<file path="src/hw/rtl/pcdp_pkg.sv">
// Package for the packed codebook dot product: widths, register indexes,
// shared types and the helper that unpacks one codebook index.
// Used by every other file of the block; depends on nothing.
package pcdp_pkg;

  localparam int VALUE_WIDTH  = 16;
  localparam int SUM_WIDTH    = 48;
  localparam int CB_WIDTH     = 16;
  localparam int CB_ENTRIES   = 16;
  localparam int CB_WORDS     = 4;
  localparam int CB_REG_WIDTH = 64;
  localparam int GROUP_SIZE   = 8;
  localparam int CODES_WIDTH  = 32;
  localparam int INDEX_WIDTH  = 4;
  localparam int MODE_WIDTH   = 3;
  localparam int CFG_INDEX_W  = 3;
  localparam int PIPE_DEPTH   = 5;

  localparam int PROD_WIDTH   = VALUE_WIDTH + CB_WIDTH;
  localparam int PAIR_WIDTH   = PROD_WIDTH + 1;
  localparam int QUAD_WIDTH   = PROD_WIDTH + 2;
  localparam int GROUP_WIDTH  = PROD_WIDTH + 3;
  localparam int ACC_WIDTH    = SUM_WIDTH + 1;

  // Register indexes of the configuration port.
  localparam logic [CFG_INDEX_W-1:0] REG_CODE_BITS = 3'd0;
  localparam logic [CFG_INDEX_W-1:0] REG_CB_A      = 3'd1;
  localparam logic [CFG_INDEX_W-1:0] REG_CB_B      = 3'd2;
  localparam logic [CFG_INDEX_W-1:0] REG_CB_C      = 3'd3;
  localparam logic [CFG_INDEX_W-1:0] REG_CB_D      = 3'd4;

  // Index widths selected by code_bits; any other value works as four bits.
  localparam logic [MODE_WIDTH-1:0] CODE_BITS_2 = 3'd2;
  localparam logic [MODE_WIDTH-1:0] CODE_BITS_3 = 3'd3;
  localparam logic [MODE_WIDTH-1:0] CODE_BITS_4 = 3'd4;

  localparam logic [INDEX_WIDTH-1:0] IDX_MASK_2 = 4'h3;
  localparam logic [INDEX_WIDTH-1:0] IDX_MASK_3 = 4'h7;
  localparam logic [INDEX_WIDTH-1:0] IDX_MASK_4 = 4'hF;

  typedef logic [CB_ENTRIES-1:0][CB_WIDTH-1:0]     cb_t;
  typedef logic [GROUP_SIZE-1:0][PROD_WIDTH-1:0]   prod_arr_t;

  typedef struct packed {
    logic adv;     // pipeline advances this cycle
    logic accept;  // a word is taken this cycle
    logic last;    // the word taken closes a vector
  } merge_ctrl_t;

  typedef struct packed {
    logic                        valid;
    logic signed [SUM_WIDTH-1:0] sum;
  } res_t;

  // Returns index k of the group. The used bytes form one bitstream with
  // byte 0 most significant, and indices are read from its top downwards.
  function automatic logic [INDEX_WIDTH-1:0] code_index(
      input logic [CODES_WIDTH-1:0] codes,
      input logic [MODE_WIDTH-1:0]  mode,
      input int                     k);
    logic [CODES_WIDTH-1:0] s2;
    logic [CODES_WIDTH-1:0] s3;
    logic [CODES_WIDTH-1:0] s4;
    logic [INDEX_WIDTH-1:0] idx;
    s2 = {16'h0, codes[7:0], codes[15:8]};
    s3 = {8'h0, codes[7:0], codes[15:8], codes[23:16]};
    s4 = {codes[7:0], codes[15:8], codes[23:16], codes[31:24]};
    unique case (mode)
      CODE_BITS_2: idx = INDEX_WIDTH'(s2 >> (2 * GROUP_SIZE - 2 * (k + 1))) & IDX_MASK_2;
      CODE_BITS_3: idx = INDEX_WIDTH'(s3 >> (3 * GROUP_SIZE - 3 * (k + 1))) & IDX_MASK_3;
      default:     idx = INDEX_WIDTH'(s4 >> (4 * GROUP_SIZE - 4 * (k + 1))) & IDX_MASK_4;
    endcase
    return idx;
  endfunction

  // Clamps a sum that is one bit wider than the accumulator.
  function automatic logic signed [SUM_WIDTH-1:0] sat_sum(
      input logic signed [ACC_WIDTH-1:0] x);
    logic signed [SUM_WIDTH-1:0] r;
    if (x[ACC_WIDTH-1] != x[ACC_WIDTH-2]) begin
      r = {x[ACC_WIDTH-1], {(SUM_WIDTH-1){~x[ACC_WIDTH-1]}}};
    end else begin
      r = x[SUM_WIDTH-1:0];
    end
    return r;
  endfunction

endpackage

</file>
<file path="src/hw/rtl/pcdp_merge.sv">
// Merging stage: registered adder tree over the lane products, saturating
// accumulator and the valid/last pipeline. Depends on pcdp_pkg.
module pcdp_merge (
  input  logic                  clk_i,
  input  logic                  rst_ni,
  input  pcdp_pkg::merge_ctrl_t ctrl_i,
  input  pcdp_pkg::prod_arr_t   products_i,
  output pcdp_pkg::res_t        res_o
);

  localparam int Pairs = pcdp_pkg::GROUP_SIZE / 2;
  localparam int Quads = pcdp_pkg::GROUP_SIZE / 4;

  logic [pcdp_pkg::PIPE_DEPTH-1:0]            valid_q;
  logic [pcdp_pkg::PIPE_DEPTH-1:0]            last_q;
  logic signed [pcdp_pkg::PAIR_WIDTH-1:0]     pair_q [Pairs];
  logic signed [pcdp_pkg::QUAD_WIDTH-1:0]     quad_q [Quads];
  logic signed [pcdp_pkg::GROUP_WIDTH-1:0]    group_q;
  logic signed [pcdp_pkg::SUM_WIDTH-1:0]      acc_q;
  logic signed [pcdp_pkg::SUM_WIDTH-1:0]      acc_d;
  logic signed [pcdp_pkg::ACC_WIDTH-1:0]      acc_wide;
  logic signed [pcdp_pkg::SUM_WIDTH-1:0]      acc_sat;
  logic                                       group_done;

  always_ff @(posedge clk_i or negedge rst_ni) begin
    if (!rst_ni) begin
      valid_q <= '0;
      last_q  <= '0;
    end else if (ctrl_i.adv) begin
      valid_q <= {valid_q[pcdp_pkg::PIPE_DEPTH-2:0], ctrl_i.accept};
      last_q  <= {last_q[pcdp_pkg::PIPE_DEPTH-2:0], ctrl_i.last};
    end
  end

  always_ff @(posedge clk_i) begin
    if (ctrl_i.adv) begin
      for (int i = 0; i < Pairs; i++) begin
        pair_q[i] <= pcdp_pkg::PAIR_WIDTH'(signed'(products_i[2*i]))
                   + pcdp_pkg::PAIR_WIDTH'(signed'(products_i[2*i+1]));
      end
      for (int i = 0; i < Quads; i++) begin
        quad_q[i] <= pcdp_pkg::QUAD_WIDTH'(pair_q[2*i])
                   + pcdp_pkg::QUAD_WIDTH'(pair_q[2*i+1]);
      end
      group_q <= pcdp_pkg::GROUP_WIDTH'(quad_q[0]) + pcdp_pkg::GROUP_WIDTH'(quad_q[1]);
    end
  end

  // The group sum cannot leave the accumulator range, so only the running
  // total needs the clamp.
  assign group_done = ctrl_i.adv & valid_q[pcdp_pkg::PIPE_DEPTH-1];
  assign acc_wide   = pcdp_pkg::ACC_WIDTH'(acc_q) + pcdp_pkg::ACC_WIDTH'(group_q);
  assign acc_sat    = pcdp_pkg::sat_sum(acc_wide);

  always_comb begin
    acc_d = acc_q;
    if (group_done) begin
      acc_d = last_q[pcdp_pkg::PIPE_DEPTH-1] ? '0 : acc_sat;
    end
  end

  always_ff @(posedge clk_i or negedge rst_ni) begin
    if (!rst_ni) begin
      acc_q <= '0;
    end else begin
      acc_q <= acc_d;
    end
  end

  assign res_o.valid = group_done & last_q[pcdp_pkg::PIPE_DEPTH-1];
  assign res_o.sum   = acc_sat;

  // A delivered total always leaves a cleared accumulator behind.
  a_clear_after_result : assert property (@(posedge clk_i) disable iff (!rst_ni)
    res_o.valid |=> acc_q == '0)
    else $error("accumulator not cleared after a result");

  // While the pipeline is held the running total must not move.
  a_acc_held : assert property (@(posedge clk_i) disable iff (!rst_ni)
    !ctrl_i.adv |=> $stable(acc_q))
    else $error("accumulator changed during a stall");

endmodule

</file>
<file path="config.mk">
export PLATFORM = sky130hd
export DESIGN_NAME = pcdp_merge
export DESIGN_NICKNAME = d
export VERILOG_FILES = /design/src/hw/rtl/pcdp_pkg.sv /design/src/hw/rtl/pcdp_merge.sv
export SDC_FILE = /design/constraint.sdc
export NUM_CORES = 1
export LEC_CHECK = 0
export BUFFER_PORTS_ARGS = -buffer_cell sky130_fd_sc_hd__buf_2
export CELL_PAD_IN_SITES_DETAIL_PLACEMENT = 1
export CELL_PAD_IN_SITES_GLOBAL_PLACEMENT = 1
export CORE_MARGIN = 4
export CORE_UTILIZATION = 42
export CTS_CLUSTER_DIAMETER = 60
export DETAILED_ROUTE_END_ITERATION = 8
export GPL_ROUTABILITY_DRIVEN = 0
export HOLD_SLACK_MARGIN = 0.06
export PLACE_DENSITY = 0.85
export SYNTH_ARGS = -nofsm -noshare
export SYNTH_HDL_FRONTEND = slang
export SYNTH_SLANG_ARGS = --single-unit
</file>
<file path="constraint.sdc">
create_clock -name clk_i -period 3.55 [get_ports clk_i]
set_input_delay 0.5325 -clock clk_i [delete_from_list [all_inputs] [get_ports clk_i]]
set_output_delay 0.5325 -clock clk_i [all_outputs]
set_load 0.01 [all_outputs]
</file>
==> results_dict.tcl <==
set metrics [dict create \
    peakVddDrop_mv 0.757 \
    route.detailed.drc 0 \
    routed_wl_mm 82.0 \
    syn-cell-area_um2 22800 \
    drv_slew 0 \
    worstSetupPathType "flop to output port" \
    synth_flop_cell "edfxtp_1" \
    start_util 0.423 \
    fp.coreArea_um2 53800 \
    vias_per_cell 5.94 \
    antenna_found_initial 0 \
    numCtsBuffers 36 \
    end_kind "output port" \
    grt_max_degree 126 \
    status "finished with violations" \
    cts_hold_buffers 0 \
    rsz0062_at_grt "true" \
    placed_area_um2 26700 \
    tightest_slew_ps 1290 \
    worstSkewPairLatency_ps 560 \
    io_pins 310 \
    synth_area_leaders "edfxtp_1 (31%), ha_1 (15%), dfrtp_1 (6.4%)" \
    cp_cell_sequence "ha_1, buf_4, o211ai_1, a21oi_4, o211a_4, o211ai_1, a21oi_2, buf_4, o211ai_1, buf_4, nand2_1, xnor2_1, o21ai_2, buf_2" \
    syn-mean-instance-area_um2 9.88 \
    cts_max_level 2 \
    cp_slowest_stage_delay_ps 840 \
    cts.sinks 293 \
    cp.required_ps 3020 \
    crit_arrival_ps 4330 \
    worst_setup_path_start_kind "flop" \
    synthCells 2306 \
    cp_top_family "compound AO/OA/AOI/OAI gates" \
    ys_async_sr_fraction 0.198 \
    violations "negative setup slack" \
    grt-ovfl-total 0 \
    die_h_um 241 \
    synth_fp_nets 2851 \
    synth.distinct_cells 83 \
    maxCapViolCount 0 \
    synth_top_area_cell "edfxtp_1" \
    seq_area_frac_synth 0.373 \
    track_usage 0.250 \
    root_buffer "clkbuf_16" \
    final_util 0.546 \
    min_path_type "primary input to asynchronous set/reset pin" \
    diodes 0 \
    fp-row-count 85 \
    synth_top_area_frac 0.310 \
    drive_gt1_frac 0.271 \
    relSlewSlack 0.136 \
    dp_hpwl_mm 57.4 \
    finClkSkew_ps 32.5 \
    max_freq_ghz 0.205 \
    fin_crit_ps 4870 \
    firstDrtPassIters 7 \
    final_nets 3408 \
    areaGrowthSynthToFinish_pct 29.0 \
    drtIter0Drc 1299 \
    wl_per_cell_um 22.9 \
    setup_slack_ps -1320 \
    io_buffers 309 \
    place_ws_ps -459 \
    cp.buffers_inverters 4 \
    die_area_um2 58100 \
    synth-edff-count 235 \
    synth_seq_cells 293 \
    num_vias 21300 \
    grt_pass1_wl_mm 118 \
    hold_viol 0 \
    slowest_stage "xnor2_1" \
    cp_max_fo 3 \
    fin_area_um2 29400 \
    setup_viol 92 \
    clk_pin_slew_ps 70 \
    final_antenna_net_count 0 \
    die_w_um 241 \
    p_leak_nw 13.4 \
    grt_pass1_vias 22700 \
    synth_warnings 0 \
    clock_path_buffers 3 \
    tritoncts "built" \
    cellPowerDensity_nw_per_um2 1010 \
    fin_crit_sh 1.37 \
]
==> layer usage <==
| layer | vias up | part of all wire | track usage |
|---|---|---|---|
| li1 | 9841 | - | - |
| met1 | 10400 | 0.39 | 0.295 |
| met2 | 731 | 0.51 | 0.468 |
| met3 | 291 | 0.047 | 0.0293 |
| met4 | 0 | 0.051 | 0.0922 |
| met5 | - | 0 | 0 |
==> Yosys cell counts, types with 26 or more instances <==
master and n:
nor2_1 142, o21bai_1 40, o21a_1 33, nor2b_1 28, xnor2_1 159, nand3_1 31, a21o_1 131, nor3_1 39
a22o_1 26, ha_1 276, dfrtp_1 58, and3_1 26, o21ai_0 140, edfxtp_1 235, nand2_1 150, a21oi_1 248
xor2_1 69, a31oi_1 26, inv_1 82, nand2b_1 37
==> where the power goes <==
group / total, mW / internal [mW] / leakage [nW] / switching [mW]
Clock: 3.83 / 2.28 / 0.590 / 1.56
Combinational: 20.1 / 9.16 / 9.73 / 10.9
Sequential: 5.77 / 5.13 / 3.04 / 0.642
==> worst register-to-register path, cell delays in order (launching register included) <==
cell and delay [ps]:
dfrtp_1 380, ha_1 340, buf_4 170, o211ai_1 300, a21oi_4 60, o211a_4 280, o211ai_1 290, a21oi_2 130
buf_4 160, o211ai_1 300, buf_4 180, nand2_1 90, xnor2_1 840, o21ai_2 110, buf_4 180, a22o_1 180
==> repair_timing <==
action	4_1_cts	5_1_grt
pin swaps	19	50
hold endpoints to repair	0	0
setup endpoints to repair	98	100
resized for setup	108	136
buffers inserted	13	35
gates cloned	2	4
==> path summary, 6_finish.rpt <==
| kind | start | end | slack, ps | cells after the start |
|---|---|---|---|---|
| min | rst_ni | acc_q[6] | 140 | 1 |
| min reg2reg | acc_q[27] | acc_q[27] | 510 | 2 |
| min in group clk_i | ctrl_i[0] | last_q[0] | 240 | 2 |
| max in group asynchronous | rst_ni | acc_q[35] | 2580 | 2 |
| max | acc_q[3] | res_o[40] | -1320 | 14 |
| max reg2reg | acc_q[3] | acc_q[40] | -510 | 15 |
==> cells by family after synthesis <==
logic type                 after synthesis  share of synthesized area
AOI/OAI and AO/OA                      816                      0.234
and+or+nand+nor                        554                      0.120
DFF                                    293                      0.373
adders and majority gates              284                      0.159
xor gates and xnor gates               228                     0.0876
buffers and inverters                  117                     0.0204
muxes                                   14                    0.00692
==> cell usage in the layout, fill, tap and decap left out, types with 36 or more instances in the layout <==
cell	instances
buf_4	207
xnor2_1	158
nor2_1	132
xor2_1	68
buf_6	36
edfxtp_1	235
nand2_1	141
dfrtp_1	58
a21oi_1	227
o21bai_1	40
o21ai_0	98
ha_1	265
a21o_1	131
inv_1	80
buf_2	291
clkbuf_16	39
==> flip-flops by register name (all words and copies together) (netlist names) <==
signal   cells
pair_q     132
quad_q      68
acc_q       48
group_q     35
last_q       5
valid_q      5
==> through the flow <==
step                setup TNS, ps  instances  power (mW)  hold slack, ps
detailed placement         -23410       3468        21.4             492
finish                     -52360       3585        29.7             137
floorplan                    -146       2306        15.0             237
global placement           -13290       3468        20.7             473
CTS                        -31850       3547        26.5             146
global route               -57430       3585        31.2             188
==> cell type report <==
class | count | area [um2]
Timing Repair Buffer | 553 | 3800
Inverter | 82 | 308
Tap cell | 696 | 871
Multi-Input combinational cell | 1897 | 14700
Clock inverter | 22 | 277
Clock buffer | 42 | 933
Sequential cell | 293 | 8510
Fill cell | 6016 | 24400
No activity file was read; power rests on OpenSTA's default activity.
