<file path="config.mk">
export PLATFORM = sky130hd
export DESIGN_NAME = pcdp_lane
export DESIGN_NICKNAME = d
export VERILOG_FILES = /design/src/hw/rtl/pcdp_pkg.sv /design/src/hw/rtl/pcdp_lane.sv
export SDC_FILE = /design/constraint.sdc
export NUM_CORES = 1
export LEC_CHECK = 0
export ABC_AREA = 1
export BUFFER_PORTS_ARGS = -buffer_cell sky130_fd_sc_hd__buf_4
export CORE_AREA = 10 10 192 194
export DETAILED_ROUTE_END_ITERATION = 8
export DIE_AREA = 0 0 202 204
export HOLD_SLACK_MARGIN = 0.06
export PLACE_DENSITY = 0.71
export SETUP_SLACK_MARGIN = 0.05
export SYNTH_ARGS = -nofsm -noshare
export SYNTH_HDL_FRONTEND = slang
export SYNTH_SLANG_ARGS = --single-unit
</file>
<file path="constraint.sdc">
create_clock -name clk_i -period 5.52 [get_ports clk_i]
set_input_delay 0 -clock clk_i [delete_from_list [all_inputs] [get_ports clk_i]]
set_output_delay 0 -clock clk_i [all_outputs]
set_load 0.01 [all_outputs]
</file>
<file path="src/hw/rtl/pcdp_pkg.sv">
// Package for the packed codebook dot product: widths, register indexes,
// shared types and the helper that unpacks one codebook index.
// Used by every other file of the block; depends on nothing.
package pcdp_pkg;

  localparam int VALUE_WIDTH  = 16;
  localparam int SUM_WIDTH    = 48;
  localparam int CB_WIDTH     = 16;
  localparam int CB_ENTRIES   = 16;
  localparam int CB_WORDS     = 4;
  localparam int CB_REG_WIDTH = 64;
  localparam int GROUP_SIZE   = 8;
  localparam int CODES_WIDTH  = 32;
  localparam int INDEX_WIDTH  = 4;
  localparam int MODE_WIDTH   = 3;
  localparam int CFG_INDEX_W  = 3;
  localparam int PIPE_DEPTH   = 5;

  localparam int PROD_WIDTH   = VALUE_WIDTH + CB_WIDTH;
  localparam int PAIR_WIDTH   = PROD_WIDTH + 1;
  localparam int QUAD_WIDTH   = PROD_WIDTH + 2;
  localparam int GROUP_WIDTH  = PROD_WIDTH + 3;
  localparam int ACC_WIDTH    = SUM_WIDTH + 1;

  // Register indexes of the configuration port.
  localparam logic [CFG_INDEX_W-1:0] REG_CODE_BITS = 3'd0;
  localparam logic [CFG_INDEX_W-1:0] REG_CB_A      = 3'd1;
  localparam logic [CFG_INDEX_W-1:0] REG_CB_B      = 3'd2;
  localparam logic [CFG_INDEX_W-1:0] REG_CB_C      = 3'd3;
  localparam logic [CFG_INDEX_W-1:0] REG_CB_D      = 3'd4;

  // Index widths selected by code_bits; any other value works as four bits.
  localparam logic [MODE_WIDTH-1:0] CODE_BITS_2 = 3'd2;
  localparam logic [MODE_WIDTH-1:0] CODE_BITS_3 = 3'd3;
  localparam logic [MODE_WIDTH-1:0] CODE_BITS_4 = 3'd4;

  localparam logic [INDEX_WIDTH-1:0] IDX_MASK_2 = 4'h3;
  localparam logic [INDEX_WIDTH-1:0] IDX_MASK_3 = 4'h7;
  localparam logic [INDEX_WIDTH-1:0] IDX_MASK_4 = 4'hF;

  typedef logic [CB_ENTRIES-1:0][CB_WIDTH-1:0]     cb_t;
  typedef logic [GROUP_SIZE-1:0][PROD_WIDTH-1:0]   prod_arr_t;

  typedef struct packed {
    logic adv;     // pipeline advances this cycle
    logic accept;  // a word is taken this cycle
    logic last;    // the word taken closes a vector
  } merge_ctrl_t;

  typedef struct packed {
    logic                        valid;
    logic signed [SUM_WIDTH-1:0] sum;
  } res_t;

  // Returns index k of the group. The used bytes form one bitstream with
  // byte 0 most significant, and indices are read from its top downwards.
  function automatic logic [INDEX_WIDTH-1:0] code_index(
      input logic [CODES_WIDTH-1:0] codes,
      input logic [MODE_WIDTH-1:0]  mode,
      input int                     k);
    logic [CODES_WIDTH-1:0] s2;
    logic [CODES_WIDTH-1:0] s3;
    logic [CODES_WIDTH-1:0] s4;
    logic [INDEX_WIDTH-1:0] idx;
    s2 = {16'h0, codes[7:0], codes[15:8]};
    s3 = {8'h0, codes[7:0], codes[15:8], codes[23:16]};
    s4 = {codes[7:0], codes[15:8], codes[23:16], codes[31:24]};
    unique case (mode)
      CODE_BITS_2: idx = INDEX_WIDTH'(s2 >> (2 * GROUP_SIZE - 2 * (k + 1))) & IDX_MASK_2;
      CODE_BITS_3: idx = INDEX_WIDTH'(s3 >> (3 * GROUP_SIZE - 3 * (k + 1))) & IDX_MASK_3;
      default:     idx = INDEX_WIDTH'(s4 >> (4 * GROUP_SIZE - 4 * (k + 1))) & IDX_MASK_4;
    endcase
    return idx;
  endfunction

  // Clamps a sum that is one bit wider than the accumulator.
  function automatic logic signed [SUM_WIDTH-1:0] sat_sum(
      input logic signed [ACC_WIDTH-1:0] x);
    logic signed [SUM_WIDTH-1:0] r;
    if (x[ACC_WIDTH-1] != x[ACC_WIDTH-2]) begin
      r = {x[ACC_WIDTH-1], {(SUM_WIDTH-1){~x[ACC_WIDTH-1]}}};
    end else begin
      r = x[SUM_WIDTH-1:0];
    end
    return r;
  endfunction

endpackage

</file>
<file path="src/hw/rtl/pcdp_lane.sv">
// One multiply lane: codebook look-up, operand register and product register.
// Depends on pcdp_pkg.
module pcdp_lane (
  input  logic                                   clk_i,
  input  logic                                   adv_i,
  input  logic signed [pcdp_pkg::VALUE_WIDTH-1:0] query_i,
  input  logic [pcdp_pkg::INDEX_WIDTH-1:0]       index_i,
  input  pcdp_pkg::cb_t                          codebook_i,
  output logic signed [pcdp_pkg::PROD_WIDTH-1:0] product_o
);

  logic signed [pcdp_pkg::VALUE_WIDTH-1:0] query_q;
  logic signed [pcdp_pkg::CB_WIDTH-1:0]    entry_q;
  logic signed [pcdp_pkg::PROD_WIDTH-1:0]  product_q;

  // Operands are registered with the word; the product register takes their product when the pipeline next advances.
  always_ff @(posedge clk_i) begin
    if (adv_i) begin
      query_q   <= query_i;
      entry_q   <= signed'(codebook_i[index_i]);
      product_q <= query_q * entry_q;
    end
  end

  assign product_o = product_q;

endmodule

</file>
==> metrics.txt, run 1 <==
# TYPE chip_impl_metric gauge
chip_impl_metric{name="maxClockFrequency",unit="MHz"} 182
chip_impl_metric{name="timing.final.max_slew_violations",unit=""} 0
chip_impl_metric{name="floorplan.die.width",unit="µm"} 202
chip_impl_metric{name="clockBufferDepth",unit=""} 2
chip_impl_metric{name="via_count",unit=""} 14692
chip_impl_metric{name="post_synth_edffs",unit=""} 64
chip_impl_info{name="hold_path.class",value="in2reg"} 1
chip_impl_metric{name="count_of_placed_standard_cells_in_the_final_layout_fillers_left_out",unit=""} 2856
chip_impl_metric{name="via_per_inst",unit=""} 5.14
chip_impl_metric{name="maxSlewHeadroom",unit="%"} 37.4
chip_impl_metric{name="synth_area",unit="µm²"} 15000
chip_impl_info{name="cpMaxStageDelayCell",value="sky130_fd_sc_hd__fa_2"} 1
chip_impl_metric{name="final_nets",unit=""} 3026
chip_impl_metric{name="drc_violation_count_after_routing",unit=""} 0
chip_impl_metric{name="antenna_found_initial",unit=""} 1
chip_impl_metric{name="initial_utilization",unit="%"} 45.4
chip_impl_metric{name="worst-endpoint-arrival",unit="ps"} 5590
chip_impl_metric{name="worst-path-max-fanout",unit=""} 5
chip_impl_metric{name="asyncSetResetFlopFracSynth",unit="%"} 0
chip_impl_info{name="clock_tree.root_cell",value="sky130_fd_sc_hd__clkbuf_16"} 1
chip_impl_metric{name="drt_iter0_drc",unit=""} 1225
chip_impl_metric{name="placedCellCount",unit=""} 2778
chip_impl_metric{name="avgSynthCellArea",unit="µm²"} 7.43
chip_impl_metric{name="worst_path_buffer_plus_inverter_count",unit=""} 6
chip_impl_metric{name="finalSetupViolations",unit=""} 0
chip_impl_info{name="cell_type_with_the_highest_occurrence_count_on_the_critical_path",value="sky130_fd_sc_hd__fa_1"} 1
chip_impl_metric{name="worst_pin_slew",unit="ps"} 938
chip_impl_metric{name="final.fill_count",unit=""} 2812
chip_impl_metric{name="layout_skew",unit="ps"} 8.53
chip_impl_metric{name="cap_violations",unit=""} 0
chip_impl_info{name="yosys.cell_count.top_type",value="sky130_fd_sc_hd__inv_1"} 1
chip_impl_metric{name="cpPeakStageDelay",unit="ps"} 670
chip_impl_metric{name="floorplan.io_pins",unit=""} 310
chip_impl_info{name="cp-start-kind",value="flip-flop"} 1
chip_impl_metric{name="synth.net_count",unit=""} 2645
chip_impl_info{name="clock_tree_from_tritoncts",value="done"} 1
chip_impl_info{name="grt_setup_unrepaired",value="yes"} 1
chip_impl_info{name="timing.critical_path.cells",value="nand2_2 > inv_1 > fa_2 > buf_4 > fa_1 > fa_1 > fa_1 > fa_1 > inv_1 > fa_1 > inv_1 > ha_4 > nand2_2 > buf_4 > nor2_4 > inv_1 > nor2_2 > nand4_1 > nand4_1 > nand2_1"} 1
chip_impl_metric{name="core_area",unit="µm²"} 33100
chip_impl_metric{name="die_height",unit="µm"} 204
chip_impl_metric{name="yosys_warnings",unit=""} 0
chip_impl_metric{name="gpl.final_weighted_congestion",unit=""} 0.974
chip_impl_metric{name="post-route-worst-setup-slack",unit="ps"} 25.1
chip_impl_metric{name="cts-htree-levels",unit=""} 3
chip_impl_metric{name="hold_violations",unit=""} 0
chip_impl_metric{name="yosysSeqAreaShare",unit="%"} 12.8
chip_impl_info{name="synth_largest_area_cell",value="sky130_fd_sc_hd__fa_1"} 1
chip_impl_metric{name="insertedDiodeCount",unit=""} 0
chip_impl_metric{name="core.rowCount",unit=""} 67
chip_impl_metric{name="drtPass1Iterations",unit=""} 6
chip_impl_metric{name="synth_top_area_share",unit="%"} 34.9
chip_impl_metric{name="gr-usage-all-layers",unit="%"} 25.4
chip_impl_metric{name="global_route.overflow_total",unit=""} 0
chip_impl_info{name="critical_path_class",value="reg2reg"} 1
chip_impl_metric{name="finalCritPeriodShare",unit="%"} 99.5
chip_impl_metric{name="first_global_vias",unit=""} 15281
chip_impl_info{name="path_delay_family",value="adder cells"} 1
chip_impl_metric{name="drive_above_1_share",unit="%"} 28.3
chip_impl_metric{name="grt_max_degree",unit=""} 75
chip_impl_info{name="synth_flop_cell",value="sky130_fd_sc_hd__edfxtp_1"} 1
chip_impl_metric{name="die_area",unit="µm²"} 41200
chip_impl_metric{name="areaGrowthSynthToFinish",unit="%"} 35.6
chip_impl_metric{name="cts-buffers-inserted",unit=""} 9
chip_impl_metric{name="post-route-min-period",unit="ps"} 5490
chip_impl_metric{name="layout.area.seq",unit="µm²"} 1920
chip_impl_metric{name="route.detailed.wl_per_inst",unit="µm"} 18.7
chip_impl_info{name="synthTopCellsByCount",value="sky130_fd_sc_hd__inv_1 (482), sky130_fd_sc_hd__nand2_1 (431), sky130_fd_sc_hd__fa_1 (262), sky130_fd_sc_hd__nor2_1 (249), sky130_fd_sc_hd__o21ai_0 (127)"} 1
chip_impl_metric{name="hpwl",unit="mm"} 44.2
chip_impl_metric{name="multi_input_comb_area",unit="µm²"} 11800
chip_impl_metric{name="io_buffer_count",unit=""} 309
chip_impl_metric{name="gate_count_of_the_mapped_netlist",unit=""} 2023
chip_impl_metric{name="drtAntennaViolNets",unit=""} 0
chip_impl_metric{name="clk_pin_slew_worst_paths",unit="ps"} 60
chip_impl_info{name="endpoint_kind",value="flip-flop"} 1
chip_impl_metric{name="cp.required",unit="ps"} 5620
chip_impl_metric{name="worst_skew_pair.late_latency",unit="ps"} 350
chip_impl_metric{name="drt-total-wl",unit="mm"} 53.5
chip_impl_metric{name="detailedPlace.worstSlack",unit="ps"} -288
chip_impl_info{name="synthTopCellsByArea",value="sky130_fd_sc_hd__fa_1 (35%), sky130_fd_sc_hd__edfxtp_1 (13%), sky130_fd_sc_hd__inv_1 (12%)"} 1
chip_impl_metric{name="postSynthRegisterBits",unit=""} 64
chip_impl_metric{name="cts_sinks",unit=""} 64
chip_impl_info{name="result_of_the_run",value="complete, no violations"} 1
chip_impl_metric{name="grt_pass1_wl",unit="mm"} 82.8
chip_impl_metric{name="post_synth_num_cell_types",unit=""} 27
[routing by layer]
| metal | global-route usage, % | share of wire (%) | vias up |
|---|---|---|---|
| li1 | - | - | 6809 |
| met4 | 7.36 | 3.3 | 2 |
| met3 | 4.34 | 7.7 | 109 |
| met1 | 30.6 | 38 | 7139 |
| met5 | 0 | 0.024 | - |
| met2 | 45.6 | 51 | 633 |
[final timing paths]
path / endpoint / slack (ps) / startpoint / cells past startpoint
min reg2reg: product_o[0] / 870 / entry_q[0] / 3
max: product_o[24] / 30 / query_q[15] / 20
min: entry_q[5] / 120 / codebook_i[197] / 5
max reg2reg: product_o[24] / 30 / query_q[15] / 20
[cell families after synthesis]
| logic type | count (synthesis) | synth area share (%) |
|---|---|---|
| simple gates | 760 | 19.9 |
| buf+inv | 594 | 15.2 |
| fa+ha+maj | 344 | 41.7 |
| compound gates | 242 | 9.26 |
| flops | 64 | 12.8 |
| xor+xnor | 19 | 1.11 |
[placed cells by master (no fill, tap or decap), types with 18 or more instances in the layout]
master,count
sky130_fd_sc_hd__ha_4,21
sky130_fd_sc_hd__ha_1,60
sky130_fd_sc_hd__nand2_2,46
sky130_fd_sc_hd__inv_2,33
sky130_fd_sc_hd__o21ai_1,23
sky130_fd_sc_hd__buf_6,26
sky130_fd_sc_hd__edfxtp_1,64
sky130_fd_sc_hd__o21ai_0,125
sky130_fd_sc_hd__inv_1,447
sky130_fd_sc_hd__fa_1,247
sky130_fd_sc_hd__nand3_1,42
sky130_fd_sc_hd__buf_4,422
sky130_fd_sc_hd__o211ai_1,64
sky130_fd_sc_hd__nand2_1,367
sky130_fd_sc_hd__nor2_1,224
sky130_fd_sc_hd__nor2_4,18
[repair_timing]
item                       in CTS  in global routing
hold buffers                   16                  0
pin swaps                      33                 77
setup endpoints to repair      19                 19
hold endpoints to repair       16                  0
gates cloned                    0                  2
setup buffers                  20                 25
gates resized for setup        97                187
[final cells by class]
type | instances | share of cell area (%)
multi-input cells | 1365 | 58.0
repair buffers | 481 | 19.4
flip-flops and latches | 64 | 9.44
inverters | 483 | 8.94
well taps | 448 | 2.75
clock buffers | 10 | 1.12
clock inverters | 5 | 0.356
[per-stage QoR]
step	hold WS [ps]	instance area, µm²	util, %	setup TNS, ps
6_report	123	20400	61.5	0
2_1_floorplan	98.9	15000	-	0
3_5_place_dp	180	18400	55.5	-2450
5_1_grt	147	20400	61.5	-1430
4_1_cts	117	19500	58.8	0
3_3_place_gp	180	18400	55.5	-1870
[tightest hold or removal path, stage by stage]
cell and delay [ps]:
sky130_fd_sc_hd__buf_4 80, sky130_fd_sc_hd__o21ai_1 50, sky130_fd_sc_hd__o211ai_1 80, sky130_fd_sc_hd__o211ai_1 90
sky130_fd_sc_hd__nand2_1 60
[sequential cells by signal (all words and copies together), names as in the netlist]
register	flops
query_q	16
entry_q	16
product_o	32
Power of run 1 is left out: the tool's default activity adds up to more than one toggle a clock period on the data nets, which glitch-free logic cannot reach.
==> inputs of run 2 (changes only) <==
- CTS_BUF_LIST: unset -> sky130_fd_sc_hd__clkbuf_2 sky130_fd_sc_hd__clkbuf_4 sky130_fd_sc_hd__clkbuf_8
- SETUP_SLACK_MARGIN: 0.05 -> 0.1
==> run 2 against run 1 <==
Maximum frequency down 0.15%. Non-clock buffer count grew 11. Global-route usage up 0.86 points. Worst hold slack lost 62 ps. Die area stayed put. Routed wire length grew 1.5%. Critical path type unchanged. First-iteration DRC count decreased by 9.6%. Final cell count rose by 0.42%. Via count decreased by 0.56%. Clock skew is 4.8 ps higher. Sequential share of layout area is essentially flat.
==> metrics.txt, run 2 (synthesis results as in run 1) <==
# TYPE chip_impl_metric gauge
chip_impl_metric{name="via_per_inst",unit=""} 5.09
chip_impl_metric{name="post-route-min-period",unit="ps"} 5500
chip_impl_metric{name="die_area",unit="µm²"} 41200
chip_impl_metric{name="cap_violations",unit=""} 0
chip_impl_info{name="cp-start-kind",value="flip-flop"} 1
chip_impl_metric{name="first_global_vias",unit=""} 15422
chip_impl_metric{name="cts-buffers-inserted",unit=""} 9
chip_impl_info{name="layout_commonest_cell",value="sky130_fd_sc_hd__inv_1"} 1
chip_impl_info{name="cell_type_with_the_highest_occurrence_count_on_the_critical_path",value="sky130_fd_sc_hd__fa_1"} 1
chip_impl_metric{name="maxClockFrequency",unit="MHz"} 182
chip_impl_info{name="cpMaxStageDelayCell",value="sky130_fd_sc_hd__fa_2"} 1
chip_impl_info{name="endpoint_kind",value="flip-flop"} 1
chip_impl_metric{name="drt-total-wl",unit="mm"} 54.3
chip_impl_metric{name="areaGrowthSynthToFinish",unit="%"} 35.0
chip_impl_metric{name="drtAntennaViolNets",unit=""} 0
chip_impl_metric{name="route.detailed.wl_per_inst",unit="µm"} 18.9
chip_impl_metric{name="postPlaceCellArea",unit="µm²"} 18600
chip_impl_metric{name="core_area",unit="µm²"} 33100
chip_impl_metric{name="grt_max_degree",unit=""} 95
chip_impl_metric{name="cpPeakStageDelay",unit="ps"} 750
chip_impl_metric{name="floorplan.io_pins",unit=""} 310
chip_impl_metric{name="worst_pin_slew",unit="ps"} 900
chip_impl_info{name="grt_setup_unrepaired",value="yes"} 1
chip_impl_metric{name="insertedDiodeCount",unit=""} 0
chip_impl_info{name="hold_path.class",value="in2reg"} 1
chip_impl_info{name="critical_path_class",value="reg2reg"} 1
chip_impl_metric{name="timing.final.max_slew_violations",unit=""} 0
chip_impl_metric{name="final_nets",unit=""} 3037
chip_impl_metric{name="initial_utilization",unit="%"} 45.4
chip_impl_metric{name="global_route.overflow_total",unit=""} 0
chip_impl_metric{name="cts-htree-levels",unit=""} 3
chip_impl_metric{name="finalCritPeriodShare",unit="%"} 99.7
chip_impl_metric{name="worst_skew_pair.late_latency",unit="ps"} 400
chip_impl_metric{name="via_count",unit=""} 14609
chip_impl_metric{name="gr-usage-all-layers",unit="%"} 26.2
chip_impl_metric{name="drive_above_1_share",unit="%"} 28.3
chip_impl_metric{name="clk_pin_slew_worst_paths",unit="ps"} 80
chip_impl_metric{name="final.fill_count",unit=""} 2926
chip_impl_metric{name="max_reg_flops",unit=""} 32
chip_impl_metric{name="maxSlewHeadroom",unit="%"} 40.0
chip_impl_info{name="clock_tree.root_cell",value="sky130_fd_sc_hd__clkbuf_8"} 1
chip_impl_metric{name="worst-endpoint-arrival",unit="ps"} 5660
chip_impl_metric{name="antenna_found_initial",unit=""} 0
chip_impl_metric{name="grt_pass1_wl",unit="mm"} 85.3
chip_impl_info{name="clock_tree_from_tritoncts",value="done"} 1
chip_impl_metric{name="cts_sinks",unit=""} 64
chip_impl_info{name="path_delay_family",value="adder cells"} 1
chip_impl_metric{name="io_buffer_count",unit=""} 309
chip_impl_info{name="result_of_the_run",value="complete, no violations"} 1
chip_impl_metric{name="cp.required",unit="ps"} 5680
chip_impl_metric{name="gpl.final_weighted_congestion",unit=""} 0.952
chip_impl_metric{name="clockBufferDepth",unit=""} 2
chip_impl_metric{name="core.rowCount",unit=""} 67
chip_impl_info{name="timing.critical_path.cells",value="nand2_2 > inv_1 > fa_2 > fa_2 > inv_2 > fa_1 > fa_1 > fa_1 > fa_1 > inv_1 > ha_4 > nand2_4 > nor2_4 > nand3_2 > nor3_2 > nand2_1 > inv_1 > nor2_1 > nand2_1 > nand2_1"} 1
chip_impl_metric{name="hpwl",unit="mm"} 45.0
chip_impl_metric{name="finalSetupViolations",unit=""} 0
chip_impl_metric{name="die_height",unit="µm"} 204
chip_impl_metric{name="drt_iter0_drc",unit=""} 1107
chip_impl_metric{name="drc_violation_count_after_routing",unit=""} 0
chip_impl_metric{name="layout_skew",unit="ps"} 13.3
chip_impl_metric{name="worst-path-max-fanout",unit=""} 7
chip_impl_metric{name="worst_path_buffer_plus_inverter_count",unit=""} 4
chip_impl_info{name="layout_common_cells",value="sky130_fd_sc_hd__inv_1 (454), sky130_fd_sc_hd__buf_4 (442), sky130_fd_sc_hd__nand2_1 (379)"} 1
chip_impl_metric{name="floorplan.die.width",unit="µm"} 202
chip_impl_metric{name="drtPass1Iterations",unit=""} 8
chip_impl_metric{name="hold_violations",unit=""} 0
chip_impl_metric{name="layout.cell_area.non_filler",unit="µm²"} 20300
run 2: cell count changes in the layout (fill, tap and decap cells not counted), sizes merged:
cell         before  now
clkbuf           11    9
bufinv            2    1
inv             481  484
dlygate4sd3      16   18
buf             464  474
run 2: routing by layer:
| layer | vias up | GRT usage, % | part of all wire [%] |
|---|---|---|---|
| met5 | - | 0 | 0 |
| met2 | 578 | 46.1 | 51 |
| met3 | 92 | 3.96 | 7.1 |
| li1 | 6826 | - | - |
| met4 | 0 | 8.03 | 3.1 |
| met1 | 7113 | 32.6 | 39 |
run 2: cell type report:
cell class,instances,area (µm²),share of cell area [%]
Multi-Input combinational cell,1365,11800,58.2
Timing Repair Buffer,492,3980,19.6
Sequential cell,64,1920,9.47
Inverter,483,1820,8.99
Tap cell,448,561,2.76
Clock buffer,9,124,0.611
Clock inverter,7,77.6,0.382
run 2: worst min-delay path: stages:
cell                       delay (ps)
sky130_fd_sc_hd__buf_4             70
sky130_fd_sc_hd__o21ai_0           60
sky130_fd_sc_hd__o21ai_0           70
sky130_fd_sc_hd__o211ai_1          80
sky130_fd_sc_hd__nand2_1           60
run 2: worst paths after layout:
| path | slack [ps] | endpoint | start | cells past startpoint |
|---|---|---|---|---|
| hold / removal | 60 | entry_q[13] | codebook_i[13] | 5 |
| hold reg to reg | 860 | product_o[0] | query_q[0] | 3 |
| setup / recovery | 20 | product_o[31] | entry_q[2] | 20 |
| setup reg to reg | 20 | product_o[31] | entry_q[2] | 20 |
run 2: per-stage QoR:
step	util [%]	cells	worst slack [ps]	TNS (ps)	hold WS [ps]
floorplan	-	2023	125	0	98.9
global placement	56.1	2797	-172	-966	180
detailed placement	56.1	2797	-138	-824	181
CTS	58.9	2849	-57.2	-101	62.8
global route	61.3	2868	-216	-1630	95.6
finish	61.3	2868	17.0	0	60.9
run 2: repair_timing:
action / CTS / global route
endpoints found under the setup margin: 20 / 20
gates resized for setup: 100 / 174
hold buffers: 18 / 0
buffers inserted: 18 / 19
pin swaps: 31 / 63
hold endpoints to repair: 18 / 0
Power of run 2 is left out for the same reason.
==> inputs of run 3 (changes only) <==
- CTS_BUF_LIST: sky130_fd_sc_hd__clkbuf_2 sky130_fd_sc_hd__clkbuf_4 sky130_fd_sc_hd__clkbuf_8 -> sky130_fd_sc_hd__clkbuf_4
==> run 3 against run 2 <==
Register-to-register slack about the same. Sequential share of layout area decreased by 0.22 points. Cell area up 2.4%. Die area unchanged. Highest routed layer unchanged. Routed wire length up 0.92%. Final cell count up 1.9%. Critical endpoint is now product_o[30].
==> metrics.txt, run 3 (synthesis results as in run 1) <==
# TYPE chip_impl_metric gauge
chip_impl_metric{name="worst-endpoint-arrival",unit="ps"} 5750
chip_impl_metric{name="drtAntennaViolNets",unit=""} 0
chip_impl_metric{name="gr-usage-all-layers",unit="%"} 26.3
chip_impl_metric{name="drive_above_1_share",unit="%"} 28.8
chip_impl_info{name="endpoint_kind",value="flip-flop"} 1
chip_impl_metric{name="post-route-min-period",unit="ps"} 5500
chip_impl_metric{name="floorplan.die.width",unit="µm"} 202
chip_impl_metric{name="max_reg_flops",unit=""} 32
chip_impl_metric{name="floorplan.io_pins",unit=""} 310
chip_impl_metric{name="grt_max_degree",unit=""} 95
chip_impl_metric{name="worst_skew_pair.late_latency",unit="ps"} 480
chip_impl_metric{name="die_height",unit="µm"} 204
chip_impl_metric{name="gpl.final_weighted_congestion",unit=""} 0.952
chip_impl_metric{name="die_area",unit="µm²"} 41200
chip_impl_metric{name="drt-total-wl",unit="mm"} 54.8
chip_impl_metric{name="via_per_inst",unit=""} 5.09
chip_impl_metric{name="cp.required",unit="ps"} 5770
chip_impl_metric{name="grt_pass1_wl",unit="mm"} 85.7
chip_impl_metric{name="route.detailed.wl_per_inst",unit="µm"} 18.7
chip_impl_metric{name="initial_utilization",unit="%"} 45.4
chip_impl_metric{name="worst-path-max-fanout",unit=""} 5
chip_impl_metric{name="antenna_found_initial",unit=""} 1
chip_impl_info{name="hold_path.class",value="in2reg"} 1
chip_impl_metric{name="hold_violations",unit=""} 0
chip_impl_metric{name="drc_violation_count_after_routing",unit=""} 0
chip_impl_info{name="clock_tree.root_cell",value="sky130_fd_sc_hd__clkbuf_4"} 1
chip_impl_metric{name="cts-htree-levels",unit=""} 3
chip_impl_info{name="result_of_the_run",value="complete, no violations"} 1
chip_impl_info{name="critical_path_class",value="reg2reg"} 1
chip_impl_info{name="cpMaxStageDelayCell",value="sky130_fd_sc_hd__fa_2"} 1
chip_impl_metric{name="via_count",unit=""} 14870
chip_impl_metric{name="drt_iter0_drc",unit=""} 1109
chip_impl_info{name="cell_type_with_the_highest_occurrence_count_on_the_critical_path",value="sky130_fd_sc_hd__fa_1"} 1
chip_impl_metric{name="first_global_vias",unit=""} 15594
chip_impl_metric{name="finalCritPeriodShare",unit="%"} 99.6
chip_impl_metric{name="clk_pin_slew_worst_paths",unit="ps"} 130
chip_impl_info{name="cp-start-kind",value="flip-flop"} 1
chip_impl_metric{name="io_buffer_count",unit=""} 309
chip_impl_metric{name="cpPeakStageDelay",unit="ps"} 620
chip_impl_metric{name="cts_sinks",unit=""} 64
chip_impl_metric{name="areaGrowthSynthToFinish",unit="%"} 38.2
chip_impl_metric{name="hpwl",unit="mm"} 45.0
chip_impl_metric{name="core.rowCount",unit=""} 67
chip_impl_metric{name="timing.final.max_slew_violations",unit=""} 0
chip_impl_metric{name="tightest_hold_margin",unit="ps"} 90.2
chip_impl_metric{name="drtPass1Iterations",unit=""} 5
chip_impl_metric{name="worst_pin_slew",unit="ps"} 914
chip_impl_metric{name="final_nets",unit=""} 3091
chip_impl_metric{name="finalSetupViolations",unit=""} 0
chip_impl_metric{name="maxClockFrequency",unit="MHz"} 182
chip_impl_metric{name="core_area",unit="µm²"} 33100
chip_impl_metric{name="layout_skew",unit="ps"} 15.3
chip_impl_metric{name="global_route.overflow_total",unit=""} 0
chip_impl_info{name="layout_commonest_cell",value="sky130_fd_sc_hd__buf_4"} 1
chip_impl_metric{name="maxSlewHeadroom",unit="%"} 39.1
chip_impl_info{name="layout_common_cells",value="sky130_fd_sc_hd__buf_4 (451), sky130_fd_sc_hd__inv_1 (441), sky130_fd_sc_hd__nand2_1 (372)"} 1
chip_impl_metric{name="cts-buffers-inserted",unit=""} 9
chip_impl_metric{name="clockBufferDepth",unit=""} 2
chip_impl_info{name="clock_tree_from_tritoncts",value="done"} 1
chip_impl_info{name="grt_setup_unrepaired",value="yes"} 1
chip_impl_info{name="timing.critical_path.cells",value="buf_6 > nand2_2 > fa_1 > inv_2 > fa_2 > buf_12 > inv_2 > fa_1 > inv_1 > fa_1 > fa_1 > fa_1 > ha_4 > nand2_2 > nor3_2 > buf_4 > and2_1 > nand2_1 > nand3_1 > nand2_1"} 1
chip_impl_metric{name="cap_violations",unit=""} 0
run 3: final cells by class:
class	count	area, µm²
Fill cell	2854	12300
Clock inverter	7	77.6
Antenna cell	1	2.50
Inverter	483	1830
Tap cell	448	561
Clock buffer	9	67.6
Sequential cell	64	1920
Timing Repair Buffer	546	4520
Multi-Input combinational cell	1365	11800
run 3: path summary, 6_finish.rpt:
kind,from,to,cells after the start,slack [ps]
max,entry_q[4],product_o[30],20,20
min,codebook_i[195],entry_q[3],5,90
max reg2reg,entry_q[4],product_o[30],20,20
min reg2reg,query_q[0],product_o[0],3,860
run 3: critical path: cells and delay by family (launching register included):
family | cells | cell delay [ps]
fa+ha+maj | 7 | 3490
flops | 1 | 520
simple gates | 7 | 680
buf+inv | 6 | 580
run 3: per-stage QoR:
stage	utilization, %	cells	setup slack, ps	setup TNS, ps	instance area, µm²
after global placement	56.1	2797	-172	-966	18600
after CTS	59.9	2891	-67.3	-89.3	19800
final	62.7	2923	19.7	0	20800
after detailed placement	56.1	2797	-138	-824	18600
after floorplan	-	2023	125	0	15000
after global routing	62.7	2923	-175	-1410	20800
run 3: per-layer routing:
metal	GRT usage (%)	vias to the layer above	routed length [µm]
li1	-	6939	-
met1	32.4	7258	21300
met2	45.7	568	27600
met3	4.26	105	3860
met4	9.40	0	2050
met5	0	-	0
run 3: repair_timing:
item / CTS / global route
endpoints found under the hold margin: 32 / 0
pin swaps: 23 / 87
gates resized for setup: 84 / 204
hold buffers: 58 / 0
setup buffers: 20 / 31
endpoints found under the setup margin: 20 / 21
Power of run 3 is left out for the same reason.
